## config.mk

```make
export PLATFORM = sky130hd
export DESIGN_NAME = ppds_core
export DESIGN_NICKNAME = d
export VERILOG_FILES = /design/src/rtl/ppds_pkg.sv /design/src/rtl/ppds_core.sv
export SDC_FILE = /design/constraint.sdc
export NUM_CORES = 1
export LEC_CHECK = 0
export BUFFER_PORTS_ARGS = -buffer_cell sky130_fd_sc_hd__clkbuf_2
export CORE_MARGIN = 2
export CORE_UTILIZATION = 59
export DETAILED_ROUTE_END_ITERATION = 7
export PLACE_DENSITY_LB_ADDON = 0.1
export RECOVER_POWER = 100
export SLEW_MARGIN = 25
export SYNTH_ARGS = -nofsm -noshare
export SYNTH_HDL_FRONTEND = slang
export SYNTH_SLANG_ARGS = --single-unit
```

## constraint.sdc

```tcl
create_clock -name clock -period 6.5 [get_ports clock]
set_input_delay 0.325 -clock clock [delete_from_list [all_inputs] [get_ports clock]]
set_output_delay 0.325 -clock clock [all_outputs]
set_load 0.01 [all_outputs]
```

## src/rtl/ppds_pkg.sv

```systemverilog
// shared constants, codes and types of the pendulum drive sequencer
package ppds_pkg;

   // timing constants
   localparam int PRESCALE_LIMIT = 26;
   localparam int TICKS_PER_BEAT = 100;
   localparam int PRESCALE_W     = $clog2(PRESCALE_LIMIT + 1);
   localparam int BEAT_W         = $clog2(TICKS_PER_BEAT + 1);

   // drive constants
   localparam int STEP     = 3;
   localparam int DEADBAND = 10;

   // field widths
   localparam int PERIOD_W   = 15;
   localparam int TIME_W     = 14;
   localparam int FORCE_W    = 13;
   localparam int LEVEL_W    = 14;
   localparam int DUTY_W     = 13;
   localparam int TIMER_W    = 16;
   localparam int PUSH_W     = 7;
   localparam int PHASE_W    = 3;
   localparam int CSR_IDX_W  = 3;
   localparam int CSR_DATA_W = 15;

   // command codes
   localparam logic CMD_TICK   = 1'b0;
   localparam logic CMD_UPDATE = 1'b1;

   // register indexes
   localparam logic [CSR_IDX_W-1:0] REG_SWING_PERIOD  = 3'd0;
   localparam logic [CSR_IDX_W-1:0] REG_PULL_TIME     = 3'd1;
   localparam logic [CSR_IDX_W-1:0] REG_HOLD_TIME     = 3'd2;
   localparam logic [CSR_IDX_W-1:0] REG_RELEASE_TIME  = 3'd3;
   localparam logic [CSR_IDX_W-1:0] REG_PULL_FORCE    = 3'd4;
   localparam logic [CSR_IDX_W-1:0] REG_HOLD_FORCE    = 3'd5;
   localparam logic [CSR_IDX_W-1:0] REG_RELEASE_FORCE = 3'd6;

   // phase codes
   localparam logic [PHASE_W-1:0] PH_NONE    = 3'd0;
   localparam logic [PHASE_W-1:0] PH_PULL    = 3'd1;
   localparam logic [PHASE_W-1:0] PH_HOLD    = 3'd2;
   localparam logic [PHASE_W-1:0] PH_RELEASE = 3'd3;
   localparam logic [PHASE_W-1:0] PH_OFF     = 3'd4;

   // configuration registers
   typedef struct packed {
      logic [PERIOD_W-1:0]       swing_period;
      logic [TIME_W-1:0]         pull_time;
      logic [TIME_W-1:0]         hold_time;
      logic [TIME_W-1:0]         release_time;
      logic signed [FORCE_W-1:0] pull_force;
      logic signed [FORCE_W-1:0] hold_force;
      logic signed [FORCE_W-1:0] release_force;
   } cfg_type;

   // one result word
   typedef struct packed {
      logic               drive_a;
      logic               drive_b;
      logic [DUTY_W-1:0]  duty;
      logic               heartbeat;
      logic [PHASE_W-1:0] phase;
   } result_type;

endpackage

```

## src/rtl/ppds_core.sv

```systemverilog
// sequencer state and its single-pass next-state and result logic
module ppds_core
   import ppds_pkg::*;
(
   input  logic              clock,
   input  logic              reset,
   input  logic              step,
   input  logic              command,
   input  logic [PUSH_W-1:0] push_every,
   input  cfg_type           cfg,
   output result_type        result
);

   localparam logic signed [LEVEL_W-1:0] BAND_POS = LEVEL_W'(DEADBAND);
   localparam logic signed [LEVEL_W-1:0] BAND_NEG = -BAND_POS;
   localparam logic [LEVEL_W-1:0]        STEP_V   = LEVEL_W'(STEP);
   localparam int                        SUM_W    = TIME_W + 3;

   logic [PRESCALE_W-1:0]     prescale_ff, prescale_in;
   logic [BEAT_W-1:0]         beat_ff, beat_in;
   logic [TIMER_W-1:0]        timer_ff, timer_in;
   logic [PUSH_W-1:0]         push_ff, push_in;
   logic                      armed_ff, armed_in;
   logic [PHASE_W-1:0]        phase_ff, phase_in;
   logic signed [FORCE_W-1:0] target_ff, target_in;
   logic signed [LEVEL_W-1:0] drive_ff, drive_in;
   logic [DUTY_W-1:0]         held_ff, held_in;
   logic                      led_ff, led_in;

   logic signed [LEVEL_W-1:0] target_ext;
   logic signed [LEVEL_W-1:0] drive_neg;
   logic [SUM_W-1:0]          end_hold;
   logic [SUM_W-1:0]          end_release;
   logic [SUM_W-1:0]          timer_wide;

   assign target_ext  = LEVEL_W'(target_ff);
   assign end_hold    = SUM_W'(cfg.pull_time) + SUM_W'(cfg.hold_time);
   assign end_release = end_hold + SUM_W'(cfg.release_time);
   assign drive_neg   = -drive_in;

   // next state for one word
   always_comb begin
      prescale_in = prescale_ff;
      beat_in     = beat_ff;
      timer_in    = timer_ff;
      push_in     = push_ff;
      armed_in    = armed_ff;
      phase_in    = phase_ff;
      target_in   = target_ff;
      drive_in    = drive_ff;
      led_in      = led_ff;
      timer_wide  = '0;
      if (command == CMD_TICK) begin
         if (prescale_ff == PRESCALE_W'(PRESCALE_LIMIT)) begin
            prescale_in = '0;
            // slow tick: saturating period timer
            if (timer_ff != '1) begin
               timer_in = timer_ff + 1'b1;
            end
            // level walks toward target
            if (drive_ff < target_ext) begin
               drive_in = drive_ff + STEP_V;
            end else if (drive_ff > target_ext) begin
               drive_in = drive_ff - STEP_V;
            end
            // heartbeat divider
            if (beat_ff == BEAT_W'(TICKS_PER_BEAT - 1)) begin
               beat_in = '0;
               led_in  = ~led_ff;
            end else begin
               beat_in = beat_ff + 1'b1;
            end
         end else begin
            prescale_in = prescale_ff + 1'b1;
         end
      end else begin
         // period expiry restarts the timer and counts pushes
         if (timer_ff >= TIMER_W'(cfg.swing_period)) begin
            timer_in = '0;
            armed_in = 1'b0;
            phase_in = PH_PULL;
            if (push_every != '0) begin
               push_in = push_ff + 1'b1;
               if (push_in >= push_every) begin
                  push_in  = '0;
                  armed_in = 1'b1;
               end
            end
         end
         timer_wide = SUM_W'(timer_in);
         // phase walk while armed
         if (armed_in) begin
            case (phase_in)
               PH_PULL: begin
                  target_in = cfg.pull_force;
                  if (timer_in >= TIMER_W'(cfg.pull_time)) begin
                     phase_in = PH_HOLD;
                  end
               end
               PH_HOLD: begin
                  target_in = cfg.hold_force;
                  if (timer_wide >= end_hold) begin
                     phase_in = PH_RELEASE;
                  end
               end
               PH_RELEASE: begin
                  target_in = cfg.release_force;
                  if (timer_wide >= end_release) begin
                     phase_in = PH_OFF;
                  end
               end
               PH_OFF: begin
                  target_in = '0;
               end
               default: begin
                  target_in = target_ff;
               end
            endcase
         end
      end
   end

   // bridge direction with deadband brake
   always_comb begin
      held_in        = held_ff;
      result.drive_a = 1'b0;
      result.drive_b = 1'b0;
      if (drive_in > BAND_POS) begin
         result.drive_b = 1'b1;
         held_in        = drive_in[DUTY_W-1:0];
      end else if (drive_in < BAND_NEG) begin
         result.drive_a = 1'b1;
         held_in        = drive_neg[DUTY_W-1:0];
      end
      result.duty      = held_in;
      result.heartbeat = led_in;
      result.phase     = armed_in ? phase_in : PH_NONE;
   end

   // state registers
   always_ff @(posedge clock) begin
      if (reset) begin
         prescale_ff <= '0;
         beat_ff     <= '0;
         timer_ff    <= '0;
         push_ff     <= '0;
         armed_ff    <= 1'b0;
         phase_ff    <= PH_NONE;
         target_ff   <= '0;
         drive_ff    <= '0;
         held_ff     <= '0;
         led_ff      <= 1'b0;
      end else if (step) begin
         prescale_ff <= prescale_in;
         beat_ff     <= beat_in;
         timer_ff    <= timer_in;
         push_ff     <= push_in;
         armed_ff    <= armed_in;
         phase_ff    <= phase_in;
         target_ff   <= target_in;
         drive_ff    <= drive_in;
         held_ff     <= held_in;
         led_ff      <= led_in;
      end
   end

endmodule

```

[Word level (Yosys, flattened, before mapping)]
Index checks and enable logic that the tools add are counted.
Storage, ports and cells
  register bits: 80
  bits of input ports: 107
  output and inout bits: 19
  logic and storage cells: 81
Operators by class
  $add $sub $neg: 9
  magnitude comparators: 9
  equality and inequality tests: 7
  muxes and demuxes: 35
  bitwise gates (word level): 2
  reduce and logical (&&, ||, !) cells: 9
Operator list (number)
  16-bit two-way mux: 5
  14-bit two-way mux: 4
  13-bit one-hot mux with 4 select lines: 1
  16-bit by 15-bit greater-or-equal comparator with 1-bit output: 2
  13-bit two-way mux: 2
  3-bit two-way mux: 8
  15-bit by 14-bit adder with 16-bit output: 1
  16-bit by 1-bit adder with 16-bit output, second input constant: 1
  16-bit by 14-bit greater-or-equal comparator with 1-bit output: 1
  16-bit greater-or-equal comparator: 1
  16-bit inequality test, second input constant: 1
  14-bit by 14-bit adder with 15-bit output: 1
  14-bit by 2-bit adder with 14-bit output, second input constant: 1
  7-bit by 1-bit adder with 7-bit output, second input constant: 2
  14-bit by 13-bit > comparator with 1-bit output: 1
  14-bit by 5-bit > comparator with 1-bit output, second input constant: 1
  14-bit by 13-bit < comparator with 1-bit output: 1
  14-bit by 5-bit < comparator with 1-bit output, second input constant: 1
  7-bit two-way mux: 2
  14-bit by 2-bit subtractor with 14-bit output, second input constant: 1
  13-bit negator: 1
  1-bit two-way mux: 11
  3-bit one-hot mux with 3 select lines: 1
  4-bit AND reduction: 2
  other kinds (14): 18

[Depth between registers and ports, before layout]
Gate-level depths: netlist (run 1).
  depth after elaboration: 9
  depth in mapped cells: 25
  mapped depth without buffers: 25

[Worst setup path before layout (run 1)]
No wires, ideal clock.
  path kind: input to output
  start point: input cfg[54] (netlist name)
  end point: output result[0] (netlist name)
  data arrival time: 5.121 ns
  path slack: 1.054 ns
  cell stages on the path: 24
  path buffers: 0
  path through: ha_1 > a21o_1 > a21oi_1 > o21bai_1 > a21oi_1 > o21bai_1 > a21oi_1 > o21bai_1 > a2111o_1 > a31o_2 > a21o_1 > xor2_1 > ha_1 > a21o_1 > a31oi_1 > xor2_1 > ha_1 > a21o_1 > a21oi_1 > o21ai_0 > or2_2 > o311a_1 > or2_2 > a31oi_1
RTL lines
  start: declaration: RTL line ppds_core.sv:10  | input cfg_type cfg,
  end: declaration: RTL line ppds_core.sv:11  | output result_type result

==> results of run 1 <==
-- tightest hold or removal path, stage by stage --
cell and delay [ns]:
clkbuf_2 0.07, o2bb2ai_1 0.11, mux2i_1 0.07, nor2_1 0.07
-- logic make-up after synthesis --
| family | Yosys count | synth area share |
|---|---|---|
| other | 1 | 0.000456 |
| and+or+nand+nor | 341 | 0.216 |
| xor gates and xnor gates | 74 | 0.0820 |
| AOI/OAI and AO/OA | 262 | 0.216 |
| muxes | 30 | 0.0388 |
| buffers and inverters | 134 | 0.0663 |
| DFF | 80 | 0.195 |
| adders and majority gates | 121 | 0.186 |
-- per-layer routing --
metal / up-vias / share of wire / wire [um] / global-route usage
li1: 3949 / - / - / -
met1: 3551 / 0.45 / 8690 / 0.323
met2: 153 / 0.49 / 9450 / 0.479
met3: 30 / 0.038 / 725 / 0.0318
met4: 0 / 0.021 / 403 / 0.0841
met5: - / 0 / 0 / 0
-- cells in the final DEF, fill, tap and decap left out, drive strengths merged, types with 7 or more instances in the layout --
master  synthesis  routed
and2           16      16
a22o            9       9
a21oi          68      68
dfxtp          80      80
nand3          24      24
nor2b          18      18
nand2b         17      17
mux2i          25      25
nor4            7       7
clkbuf         28     140
and3           12      12
xor2           31      31
xnor2          43      43
ha            119     119
nor3           30      30
inv            94      95
or3             7       7
nand2          56      56
nand4b         13      13
o21bai          7       7
nand4          19      19
o21ai          47      47
a211oi         31      31
nor2          100     100
a31oi          11      11
a21o           37      37
-- per-stage QoR --
stage / instances / worst slack, ns
floorplan: 1043 / 1.05
global placement: 1315 / 0.473
detailed placement: 1315 / 0.384
CTS: 1331 / 0.373
global route: 1331 / 0.0130
finish: 1331 / 0.382
-- worst max-delay path by stage --
stage / from / to / slack [ns]
2_1_floorplan: cfg[54] / result[0] / 1.05
3_3_place_gp: cfg[54] / result[0] / 0.47
3_5_place_dp: cfg[54] / result[0] / 0.38
4_1_cts: cfg[54] / result[0] / 0.37
5_1_grt: cfg[54] / result[0] / 0.01
6_report: cfg[54] / result[0] / 0.38
-- registers in the layout, indices dropped and copies added (netlist names) --
name,count
held_ff,13
beat_ff,7
drive_ff,14
target_ff,13
timer_ff,16
armed_ff,1
push_ff,7
led_ff,1
phase_ff,3
prescale_ff,5
-- power breakdown --
part	switching, mW	internal [mW]
Sequential	0.00218	0.492
Clock	0.210	0.349
Combinational	0.195	0.167
Total	0.407	1.01
-- cell type report --
type | count | share of cell area
clock buffers | 12 | 0.0268
well taps | 180 | 0.0245
clock inverters | 4 | 0.00830
inverters | 94 | 0.0389
repair buffers | 132 | 0.0700
multi-input cells | 829 | 0.657
flip-flops and latches | 80 | 0.174
==> results.py, run 1 <==
metrics = {
    "run_status": {
        "status": "finished clean",
    },
    "synth": {
        "yosysTopAreaCell": "dfxtp_1",
        "synth_area_leaders": "dfxtp_1 19%, ha_1 18%, xnor2_1 4.6%, nor2_1 4.5%, inv_1 4.2%",
        "ys_seq_area_frac": 0.195,
        "synth_edf_count": 0,
        "synth_most_common_cell": "ha_1",
        "synth.cell_area_mm2": 0.00823,
        "syn-num-nets": 1271,
        "ys.flop_type": "dfxtp_1",
        "synth_seq_cells": 80,
        "ys_types": 80,
        "synth_commonest_cells": "119 x ha_1, 99 x nor2_1, 93 x inv_1",
        "avgSynthCellArea_um2": 7.89,
        "yosysWarnings": 0,
        "synthCells": 1043,
        "async_flop_share": 0,
        "post-synth-top-area-fraction": 0.195,
    },
    "clocking": {
        "path_clk_slew_ns": 0.06,
        "cts_made_buffers": 9,
        "cts_resized": 0,
        "cts_buffer_depth": 2,
        "htreeDepth": 3,
        "root_buffer": "clkbuf_16",
        "clk_latency_ns": 0.35,
        "cts_tree": "built",
        "cts.sink_count": 80,
        "cts-hold-fix-buffers": 0,
        "post-cts-setup-buffers": 0,
    },
    "floorplanning": {
        "die_w_um": 122,
        "rows": 43,
        "die_h_um": 122,
        "die_area_mm2": 0.0149,
        "io_pins": 126,
        "core_area_mm2": 0.0138,
        "initial_core_util": 0.597,
    },
    "setup_path": {
        "cpPeakStageDelay_ns": 0.45,
        "path_class": "in -> out",
        "r2r-end": "held_ff[6]",
        "arrival_ns": 5.79,
        "cpLargestDelayFamily": "compound AO/OA/AOI/OAI gates",
        "crit_path_top_delay_cell": "a2111o_1",
        "path_max_fanout": 3,
        "end_kind": "primary output",
        "path_depth": 27,
        "worst-path-buf-inv": 2,
        "start_kind": "input pin",
        "cpMostUsedCell": "a21oi_1",
        "r2r_cells": 13,
        "required_ns": 6.17,
        "reg2reg_setup_slack_ns": 1.05,
        "worst_r2r_startpoint": "drive_ff[11]",
    },
    "layout": {
        "seq_area_mm2": 0.00160,
        "drive_gt1_frac": 0.129,
        "multi_input_area_mm2": 0.00604,
        "diodes": 0,
        "fillerInstances": 1310,
        "nets": 1374,
        "area.growth.synth_to_final_pct": 11.8,
        "fin_area_mm2": 0.00919,
        "utilization": 0.668,
    },
    "timing": {
        "tightest_slew_ns": 0.950,
        "tns_ns": 0,
        "post-route-period-util": 0.941,
        "drv_slew": 0,
        "maxSlewHeadroom": 0.364,
        "clock-skew-final_ns": 0.0112,
        "final.min_clock_period_ns": 6.12,
        "fmax_mhz": 163,
        "fin_hold_ws_ns": 0.337,
        "rsz0062_at_grt": "no",
        "finalHoldViolations": 0,
        "setup_violations": 0,
    },
    "hold_path": {
        "hp-start": "cfg[26]",
        "whs_endpoint": "target_ff[0]",
        "whs_path_depth": 4,
        "hold_class": "in -> reg",
    },
    "placement": {
        "hpwl_um": 15000,
        "port-buffer-count": 125,
        "gp_congestion": 0.902,
        "dpl_cell_area_mm2": 0.00895,
    },
    "detailed_routing": {
        "vias_per_cell": 5.77,
        "first_iter_violations": 350,
        "drc": 0,
        "first_pass_iters": 5,
        "drtAntennaViolNets": 0,
        "drt_wl_total_um": 19300,
        "vias": 7683,
        "routedWlPerCell_um": 14.5,
    },
    "pwr": {
        "power_mw": 1.41,
        "p_per_area_mw_per_mm2": 154,
        "max-vdd-ir-drop_v": 0.000146,
        "power_leakage_nw": 4.45,
    },
    "global_route": {
        "track_usage": 0.264,
        "grt_pass1_vias": 7200,
        "grt_max_degree": 65,
        "grt_pass1_wl_um": 32500,
        "antenna_found_initial": 0,
        "overflow": 0,
    },
    "flow_run": {
        "cap_viol_max_count": 0,
    },
}
Note: power is estimated with default switching activity, not from simulation.
==> run 2, diff against run 1 <==
--- a/config.mk
+++ b/config.mk
@@ -7,7 +7,7 @@
 export LEC_CHECK = 0
 export BUFFER_PORTS_ARGS = -buffer_cell sky130_fd_sc_hd__clkbuf_2
 export CORE_MARGIN = 2
-export CORE_UTILIZATION = 59
+export CORE_UTILIZATION = 40
 export DETAILED_ROUTE_END_ITERATION = 7
 export PLACE_DENSITY_LB_ADDON = 0.1
 export RECOVER_POWER = 100
==> run 2 against run 1 <==
Effect of this change: global-route usage is 6.7 points lower; maximum frequency is 0.31% lower; count of clock-buffer cells in the layout is 2 lower; core utilization is 21 points lower; wire length is 9.8% higher; worst setup slack worse by 0.019 ns; total power is 1.9% higher; final area is 1.3% higher; via count is 2.2% lower; highest routed layer unchanged.
==> results.py, run 2 (synthesized netlist as in run 1, its figures left out) <==
metrics = {
    "setup_path": {
        "arrival_ns": 5.81,
        "worst-path-buf-inv": 2,
        "required_ns": 6.17,
        "path_class": "in -> out",
        "cpPeakStageDelay_ns": 0.45,
        "cpLargestDelayFamily": "compound AO/OA/AOI/OAI gates",
        "start_kind": "input pin",
        "end_kind": "primary output",
        "path_max_fanout": 3,
        "cpMostUsedCell": "a21oi_1",
        "crit_path_top_delay_cell": "a2111o_1",
    },
    "timing": {
        "drv_slew": 0,
        "rsz0062_at_grt": "no",
        "setup_violations": 0,
        "finalHoldViolations": 0,
        "tightest_slew_ns": 1.10,
        "clock-skew-final_ns": 0.00823,
        "fmax_mhz": 163,
        "maxSlewHeadroom": 0.266,
        "post-route-period-util": 0.944,
        "final.min_clock_period_ns": 6.14,
        "tns_ns": 0,
    },
    "clocking": {
        "clk_latency_ns": 0.34,
        "cts_resized": 0,
        "cts_tree": "built",
        "root_buffer": "clkbuf_16",
        "cts_made_buffers": 9,
        "cts-hold-fix-buffers": 0,
        "post-cts-setup-buffers": 0,
        "path_clk_slew_ns": 0.06,
        "htreeDepth": 3,
        "cts_buffer_depth": 2,
        "cts.sink_count": 80,
    },
    "placement": {
        "port-buffer-count": 125,
        "gp_congestion": 0.837,
        "hpwl_um": 16400,
        "dpl_cell_area_mm2": 0.00906,
    },
    "global_route": {
        "grt_pass1_vias": 7278,
        "overflow": 0,
        "grt_max_degree": 65,
        "grt_pass1_wl_um": 35100,
        "antenna_found_initial": 0,
        "track_usage": 0.197,
    },
    "pwr": {
        "p_int_mw": 1.03,
        "p_per_area_mw_per_mm2": 155,
        "switchingPower_mw": 0.409,
        "power_switching_share": 0.284,
        "power_leakage_nw": 4.46,
        "p_seq_frac": 0.343,
        "power_mw": 1.44,
        "p_clk_frac": 0.406,
        "max-vdd-ir-drop_v": 0.000106,
        "comb_power_share": 0.251,
    },
    "detailed_routing": {
        "drtAntennaViolNets": 0,
        "drt_wl_total_um": 21100,
        "vias_per_cell": 5.29,
        "vias": 7511,
        "first_iter_violations": 276,
        "first_pass_iters": 4,
        "routedWlPerCell_um": 14.9,
        "drc": 0,
    },
    "floorplanning": {
        "die_area_mm2": 0.0217,
        "die_w_um": 147,
        "initial_core_util": 0.407,
        "core_area_mm2": 0.0202,
        "die_h_um": 147,
        "rows": 52,
        "io_pins": 126,
    },
    "layout": {
        "fin_area_mm2": 0.00932,
        "diodes": 0,
        "final_cell_mix": "119 x ha_1, 107 x clkbuf_2, 100 x nor2_1",
        "drive_gt1_frac": 0.129,
        "largest_reg_flops": 16,
        "top_regs": "timer_ff x16, drive_ff x14",
        "final_common_cell": "ha_1",
        "nets": 1374,
        "largest-register": "timer_ff",
        "area.growth.synth_to_final_pct": 13.2,
    },
    "hold_path": {
        "hold_class": "in -> reg",
    },
    "flow_run": {
        "cap_viol_max_count": 0,
    },
    "run_status": {
        "status": "finished clean",
    },
}
-- run 2: path summary, 6_finish.rpt --
kind | slack [ns] | from | end | depth (start not counted)
worst max-delay path | 0.36 | cfg[54] | result[0] | 27
worst min-delay path | 0.35 | cfg[28] | target_ff[2] | 3
worst max register to register | 0.78 | drive_ff[9] | held_ff[4] | 13
worst min register to register | 0.47 | held_ff[10] | held_ff[10] | 1
-- run 2: power by group through the flow --
stage	clock [mW]	sequential [mW]	combinational, mW
after floorplan	0	0.504	0.267
after global routing	0.621	0.494	0.414
after global placement	0	0.505	0.360
after CTS	0.598	0.494	0.365
after detailed placement	0	0.505	0.363
final	0.585	0.494	0.361
-- run 2: worst register-to-register path: stages, from the launching register on --
cell	delay [ns]
dfxtp_1	0.44
ha_1	0.39
nand2_1	0.08
nor3_1	0.48
o211ai_1	0.20
a41oi_1	0.37
buf_4	0.33
mux2_1	0.38
xor2_1	0.27
nor4_1	0.65
o21ai_0	0.33
or3_2	0.57
a31oi_1	0.89
a221o_1	0.29
-- run 2: stage by stage --
| step | worst slack, ns | hold WS (ns) | util | cells |
|---|---|---|---|---|
| floorplan | 1.05 | 0.442 | - | 1043 |
| global placement | 0.361 | 0.449 | 0.448 | 1405 |
| detailed placement | 0.302 | 0.457 | 0.448 | 1405 |
| CTS | 0.280 | 0.343 | 0.464 | 1420 |
| global route | 0.0260 | 0.366 | 0.460 | 1420 |
| finish | 0.363 | 0.347 | 0.460 | 1420 |
-- run 2: area by class of cell --
| type | instances | area [um^2] |
|---|---|---|
| Clock buffer | 10 | 229 |
| Tap cell | 270 | 338 |
| Sequential cell | 80 | 1600 |
| Timing Repair Buffer | 132 | 644 |
| Inverter | 94 | 358 |
| Clock inverter | 5 | 106 |
| Fill cell | 2132 | 10900 |
| Multi-Input combinational cell | 829 | 6040 |
-- run 2: metal layers --
layer  up-vias  GRT usage  wire length, um
li1       3947          -                -
met2       140      0.358            10300
met3        16     0.0154              655
met4         0     0.0519              266
met5         -          0                0
met1      3408      0.251             9970
==> run 3, diff against run 2 <==
--- a/config.mk
+++ b/config.mk
@@ -6,8 +6,10 @@
 export NUM_CORES = 1
 export LEC_CHECK = 0
 export BUFFER_PORTS_ARGS = -buffer_cell sky130_fd_sc_hd__clkbuf_2
+export CELL_PAD_IN_SITES_DETAIL_PLACEMENT = 0
+export CELL_PAD_IN_SITES_GLOBAL_PLACEMENT = 2
 export CORE_MARGIN = 2
-export CORE_UTILIZATION = 40
+export CORE_UTILIZATION = 34
 export DETAILED_ROUTE_END_ITERATION = 7
 export PLACE_DENSITY_LB_ADDON = 0.1
 export RECOVER_POWER = 100
==> run 3 against run 2 <==
Effect of this change: clock power is 3.4% lower; critical path depth down 1; register-to-register slack better by 0.28 ns; global-route usage decreased by 1.8 points; via count decreased by 1.1%.
==> results.py, run 3 (synthesized netlist as in run 1, its figures left out) <==
metrics = {
    "run_status": {
        "status": "finished clean",
    },
    "placement": {
        "hpwl_um": 17800,
        "gp_congestion": 0.783,
        "placedCellCount": 1457,
        "port-buffer-count": 125,
        "pre_cts_ws_ns": 0.374,
        "dpl_cell_area_mm2": 0.00915,
    },
    "detailed_routing": {
        "first_pass_iters": 4,
        "drt_wl_total_um": 22600,
        "drtAntennaViolNets": 0,
        "first_iter_violations": 283,
        "drc": 0,
        "vias": 7430,
        "routedWlPerCell_um": 15.3,
        "vias_per_cell": 5.04,
    },
    "global_route": {
        "grt_pass1_vias": 7376,
        "antenna_found_initial": 0,
        "track_usage": 0.179,
        "grt_pass1_wl_um": 37800,
        "grt_max_degree": 39,
        "overflow": 0,
    },
    "setup_path": {
        "required_ns": 6.17,
        "cpPeakStageDelay_ns": 0.47,
        "startpoint": "cfg[54]",
        "end_kind": "primary output",
        "path_max_fanout": 4,
        "worst_r2r_startpoint": "drive_ff[11]",
        "crit_path_top_delay_cell": "a2111o_1",
        "r2r_cells": 13,
        "arrival_ns": 5.70,
        "cpMostUsedCell": "a21o_1",
        "start_kind": "input pin",
        "path_class": "in -> out",
    },
    "hold_path": {
        "hp-start": "cfg[32]",
        "whs_path_depth": 3,
        "hold_class": "in -> reg",
    },
    "timing": {
        "setup_violations": 0,
        "maxSlewHeadroom": 0.246,
        "final.min_clock_period_ns": 6.02,
        "drv_slew": 0,
        "tns_ns": 0,
        "rsz0062_at_grt": "no",
        "tightest_slew_ns": 1.13,
        "layout_setup_ws_ns": 0.477,
        "fmax_mhz": 166,
        "clock-skew-final_ns": 0.00784,
        "post-route-period-util": 0.927,
        "finalHoldViolations": 0,
        "fin_hold_ws_ns": 0.338,
    },
    "pwr": {
        "p_per_area_mw_per_mm2": 152,
        "power_mw": 1.43,
        "max-vdd-ir-drop_v": 0.000101,
        "power_leakage_nw": 4.47,
    },
    "floorplanning": {
        "die_area_mm2": 0.0255,
        "die_h_um": 160,
        "io_pins": 126,
        "rows": 56,
        "core_area_mm2": 0.0236,
        "initial_core_util": 0.348,
        "die_w_um": 160,
    },
    "clocking": {
        "cts-hold-fix-buffers": 0,
        "cts_resized": 0,
        "cts_buffer_depth": 2,
        "htreeDepth": 3,
        "path_clk_slew_ns": 0.06,
        "cts_made_buffers": 9,
        "clk_latency_ns": 0.35,
        "cts_tree": "built",
        "post-cts-setup-buffers": 0,
        "cts.sink_count": 80,
        "root_buffer": "clkbuf_16",
    },
    "layout": {
        "diodes": 0,
        "final_cell_mix": "119 x ha_1, 107 x clkbuf_2, 100 x nor2_1",
        "nets": 1377,
        "fin_cells": 1473,
        "largest_reg_flops": 16,
        "fin_area_mm2": 0.00941,
        "largest-register": "timer_ff",
        "drive_gt1_frac": 0.135,
        "top_regs": "timer_ff x16, drive_ff x14",
        "utilization": 0.399,
        "area.growth.synth_to_final_pct": 14.5,
        "final_common_cell": "ha_1",
    },
    "flow_run": {
        "cap_viol_max_count": 0,
    },
}
run 3: worst paths after layout:
| check | end | slack [ns] |
|---|---|---|
| worst max-delay path | result[0] | 0.48 |
| worst max register to register | held_ff[3] | 1.06 |
| worst min register to register | held_ff[10] | 0.47 |
| worst min-delay path | target_ff[6] | 0.34 |
run 3: layout make-up:
cell class                      instances  area (um^2)
Clock buffer                           11          243
Clock inverter                          5         80.1
Fill cell                            2519        14200
Inverter                               94          358
Multi-Input combinational cell        829         6060
Sequential cell                        80         1600
Tap cell                              319          399
Timing Repair Buffer                  135          671
run 3: routing by layer:
metal,vias to the layer above,global-route usage,part of all wire
met2,123,0.270,0.42
met1,3354,0.268,0.54
met4,0,0.0331,0.0078
met5,-,0,0
met3,14,0.0292,0.033
li1,3939,-,-
run 3: critical path, delay by kind of cell:
kind	cells	cell delay [ns]
AOI/OAI and AO/OA	17	3.30
xor gates and xnor gates	2	0.32
adders and majority gates	3	0.88
buffers and inverters	2	0.27
and+or+nand+nor	2	0.59
run 3: report_power, final:
part	internal, mW	switching [mW]
Combinational	0.168	0.201
Clock	0.347	0.218
Sequential	0.492	0.00207
Total	1.01	0.421
